==> config.mk <==
export PLATFORM = sky130hd
export DESIGN_NAME = brbc_ctrl
export DESIGN_NICKNAME = d
export VERILOG_FILES = /design/src/sv/brbc_pkg.sv /design/src/sv/brbc_ctrl.sv
export VERILOG_INCLUDE_DIRS = /design/src /design/src/sv
export SDC_FILE = /design/constraint.sdc
export NUM_CORES = 1
export LEC_CHECK = 0
export BUFFER_PORTS_ARGS = -buffer_cell sky130_fd_sc_hd__buf_2
export CAP_MARGIN = 20
export CORE_AREA = 10 10 47 49
export DETAILED_ROUTE_END_ITERATION = 6
export DIE_AREA = 0 0 57 59
export GPL_TIMING_DRIVEN = 1
export HOLD_SLACK_MARGIN = 0.08
export PLACE_DENSITY_LB_ADDON = 0.15
export SYNTH_ARGS = -nofsm -noshare
export SYNTH_HDL_FRONTEND = slang
export SYNTH_SLANG_ARGS = --single-unit
==> constraint.sdc <==
create_clock -name clk -period 1.3 [get_ports clk]
set_input_delay 0.26 -clock clk [delete_from_list [all_inputs] [get_ports clk]]
set_output_delay 0.26 -clock clk [all_outputs]
set_load 0.1 [all_outputs]
==> src/sv/assert_macros.svh <==
// Assertion macros shared by the bitmap region counter modules.
`ifndef ASSERT_MACROS_SVH
`define ASSERT_MACROS_SVH

`ifndef SYNTHESIS
`define ASSERT_ALWAYS(lbl, clk, rstn, expr, msg) \
	lbl: assert property (@(posedge clk) disable iff (!rstn) (expr)) \
		else $error(msg);
`define ASSERT_IMPLIES(lbl, clk, rstn, ante, cons, msg) \
	lbl: assert property (@(posedge clk) disable iff (!rstn) (ante) |-> (cons)) \
		else $error(msg);
`else
`define ASSERT_ALWAYS(lbl, clk, rstn, expr, msg)
`define ASSERT_IMPLIES(lbl, clk, rstn, ante, cons, msg)
`endif

`endif

==> src/sv/brbc_pkg.sv <==
// Shared types, mode codes and popcount helper for the bitmap region counter.
package brbc_pkg;

	localparam logic [2:0] MODE_WRITE = 3'd0;
	localparam logic [2:0] MODE_PIXEL = 3'd1;
	localparam logic [2:0] MODE_ROW   = 3'd2;
	localparam logic [2:0] MODE_COL   = 3'd3;
	localparam logic [2:0] MODE_RECT  = 3'd4;

	localparam logic [16:0] COUNT_MAX = 17'd65536;

	typedef struct packed {
		logic wr;       // store a bitmap byte from the input transfer
		logic load;     // latch query fields from the input transfer
		logic setup;    // range check and loop setup
		logic step;     // issue one bitmap read
		logic finish;   // move the count into the result register
	} dp_cmd_t;

	typedef struct packed {
		logic skip;     // nothing to read: out of range or zero extent
		logic last;     // the read issued now is the final one
		logic rd_pend;  // a read is still on its way to the accumulator
	} dp_sts_t;

	function automatic logic [3:0] pop8(input logic [7:0] v);
		logic [7:0] a;
		logic [7:0] b;
		logic [7:0] c;
		a = v - ((v >> 1) & 8'h55);
		b = (a & 8'h33) + ((a >> 2) & 8'h33);
		c = (b + (b >> 4)) & 8'h0F;
		return c[3:0];
	endfunction

endpackage

==> src/sv/brbc_ctrl.sv <==
// Controller state machine: sequences writes, query setup, reads and result handoff.
`include "assert_macros.svh"

module brbc_ctrl import brbc_pkg::*; (
	input  logic      clk,
	input  logic      arst_n,
	input  logic      s_tvalid,
	output logic      s_tready,
	input  logic [2:0] mode,
	output logic      m_tvalid,
	input  logic      m_tready,
	output dp_cmd_t   cmd,
	input  dp_sts_t   sts
);

	localparam logic [2:0] ST_IDLE  = 3'd0;
	localparam logic [2:0] ST_SETUP = 3'd1;
	localparam logic [2:0] ST_RUN   = 3'd2;
	localparam logic [2:0] ST_DRAIN = 3'd3;
	localparam logic [2:0] ST_FIN   = 3'd4;

	logic [2:0] state_q;
	logic [2:0] state_d;
	logic       m_tvalid_q;
	logic       accept;
	logic       is_query;

	assign s_tready = (state_q == ST_IDLE);
	assign accept   = s_tvalid && s_tready;
	assign is_query = mode inside {MODE_PIXEL, MODE_ROW, MODE_COL, MODE_RECT};
	assign m_tvalid = m_tvalid_q;

	always_comb begin
		state_d    = state_q;
		cmd        = '0;
		cmd.wr     = accept && (mode == MODE_WRITE);
		unique case (state_q)
			ST_IDLE: begin
				if (accept && is_query) begin
					cmd.load = 1'b1;
					state_d  = ST_SETUP;
				end
			end
			ST_SETUP: begin
				cmd.setup = 1'b1;
				state_d   = ST_RUN;
			end
			ST_RUN: begin
				if (sts.skip) begin
					state_d = ST_FIN;
				end else begin
					cmd.step = 1'b1;
					if (sts.last) begin
						state_d = ST_DRAIN;
					end
				end
			end
			ST_DRAIN: begin
				state_d = ST_FIN;
			end
			ST_FIN: begin
				// hold the count until the result register is free
				if (!m_tvalid_q || m_tready) begin
					cmd.finish = 1'b1;
					state_d    = ST_IDLE;
				end
			end
			default: begin
				state_d = ST_IDLE;
			end
		endcase
	end

	always_ff @(posedge clk or negedge arst_n) begin
		if (!arst_n) begin
			state_q    <= ST_IDLE;
			m_tvalid_q <= 1'b0;
		end else begin
			state_q <= state_d;
			if (cmd.finish) begin
				m_tvalid_q <= 1'b1;
			end else if (m_tready) begin
				m_tvalid_q <= 1'b0;
			end
		end
	end

	`ASSERT_IMPLIES(a_finish_drained, clk, arst_n, cmd.finish, !sts.rd_pend, "result taken with a read in flight")
	`ASSERT_IMPLIES(a_tvalid_after_fin, clk, arst_n, $rose(m_tvalid), $past(state_q) == ST_FIN, "result raised outside the finish step")

endmodule

==> results.ini <==
[status]
status=finished with violations
violations=negative setup slack

[sta]
timing.final.max_slew_violations=0
hold_viol_final=0
fin_hold_ws_ns=0.321
finalWorstSetupSlack_ns=-0.354
tightest_slew_ns=0.266
post-route-period-util=1.27
rsz0062_at_grt=yes
slew_headroom=0.821
setup_viol=6
skew_ns=0.00566
fmaxAchievable_mhz=604
min_period_ns=1.65

[drt]
drtIter0Drc=4
avgViaCountPerCell=4.02
vias=265
routed_wl_um=756
dr.pass1.iters=3
ant_nets=0
routedWlPerCell_um=11.5
drc_errors=0

[grt]
antenna_found_initial=0
grt_pass1_vias=284
grt_usage=0.0476
grt_max_degree=5
grt_pass1_wl_um=1210
grt_overflow_total=0

[logic_synthesis]
synthesis.instances=23
synth_cell_type_count=14
synth_area_um2=225
yosysSeqAreaShare=0.444
avgSynthCellArea_um2=9.79
synth_nets=33
ys_warn_count=0
synth-seq-cells=4

[min_path]
hp-class=primary input to register
min-delay-start=m_tready

[run]
cap_violations=0

[finish]
nNetsFinal=61
final_cell_mix=buf_2 (8), buf_12 (7), buf_4 (7)
area_growth_pct=153
post-route-util=0.406
drive_gt1_frac=0.720
fill_cells=151
final_common_cell=buf_2
num_antenna_cells=0

[worst_setup_path]
crit_type=register to primary output
critPathLaunch=state_q[2]$_DFFE_PN0P_
cp.required_ns=1.04
cp.arrival_ns=1.39
endpoint_kind=primary output
start_kind=register
worst-path-max-fanout=3
reg2reg_slack_ns=0.20
rr_startpoint=state_q[2]$_DFFE_PN0P_

[die]
ioPinCount=17
core_mm2=0.00140
initial_utilization=0.161
dieArea_mm2=0.00336
die_w_um=57
placementRows=14
die_h_um=59

[placement]
gp_congestion=0.615
post-dp-hpwl_um=668
dp_slack_ns=-0.137
io_buffers=15

[cts]
htreeDepth=1
cts_tree=yes
cts.path.max_buffers=2
path_clk_slew_ns=0.04
cts_root_buf=clkbuf_4
clkSinkCount=4
cts_buffers=3
insertion_delay_ns=0.24

-- worst paths after layout --
check,end,cells after the start
setup / recovery,cmd[4],4
hold / removal,m_tvalid$_DFFE_PN0P_,3
setup reg to reg,state_q[1]$_DFFE_PN0P_,4
hold reg to reg,m_tvalid$_DFFE_PN0P_,2
max in group asynchronous,state_q[2]$_DFFE_PN0P_,2
min in group asynchronous,m_tvalid$_DFFE_PN0P_,2
-- synth_stat cells --
master	number	share of area
and3_2	1	0.033
dfrtp_1	4	0.44
nand2_1	2	0.033
nand2_2	1	0.028
nand2b_1	2	0.056
nand3b_1	1	0.033
nor2_1	4	0.067
nor3_1	1	0.022
nor3_4	1	0.072
nor3b_1	1	0.033
nor4_2	1	0.056
o22ai_1	2	0.056
or2_1	1	0.028
xor2_1	1	0.039
-- final cells by class --
| cell class | instances | area (µm²) | area share |
|---|---|---|---|
| repair buffers | 23 | 243 | 0.426 |
| multi-input cells | 19 | 178 | 0.312 |
| flip-flops and latches | 4 | 103 | 0.180 |
| clock buffers | 4 | 26.3 | 0.0462 |
| well taps | 16 | 20.0 | 0.0352 |
-- through the flow --
stage	std cells	cell area [µm²]	TNS [ns]
after floorplan	23	254	-5.44
final	66	569	-1.53
after CTS	66	564	-1.72
after detailed placement	60	499	-0.362
after global routing	66	569	-1.90
after global placement	60	499	-0.302
-- metal layers --
| metal | track usage | part of all wire | up-vias |
|---|---|---|---|
| met2 | 0.0744 | 0.55 | 6 |
| li1 | - | - | 135 |
| met4 | 0.0503 | 0 | 0 |
| met1 | 0.0464 | 0.39 | 124 |
| met3 | 0.0172 | 0.056 | 0 |
| met5 | 0 | 0 | - |
-- sequential cells by signal, summed over array words and instances, names as in the netlist --
name      flops
state_q       3
m_tvalid      1
-- critical path, cell delays in order, from the launching register on --
cell,delay [ns]
dfrtp_2,0.42
nor3_4,0.20
nand2_2,0.11
nor4_4,0.20
buf_12,0.21
-- logic make-up after synthesis --
family	synth area share
DFF	0.444
xor gates and xnor gates	0.0389
and+or+nand+nor	0.461
AOI/OAI and AO/OA	0.0555
-- timing repair --
item / CTS / global route
endpoints found under the setup margin: 6 / 6
cloned: 0 / 0
buffers inserted: 1 / 0
endpoints found under the hold margin: 4 / 0
pin swaps: 2 / 1
gates resized for setup: 5 / 1
hold buffers: 1 / 0
Power is left out: the tool's default activity adds up to more than one toggle a clock period on the data nets, which glitch-free logic cannot reach.
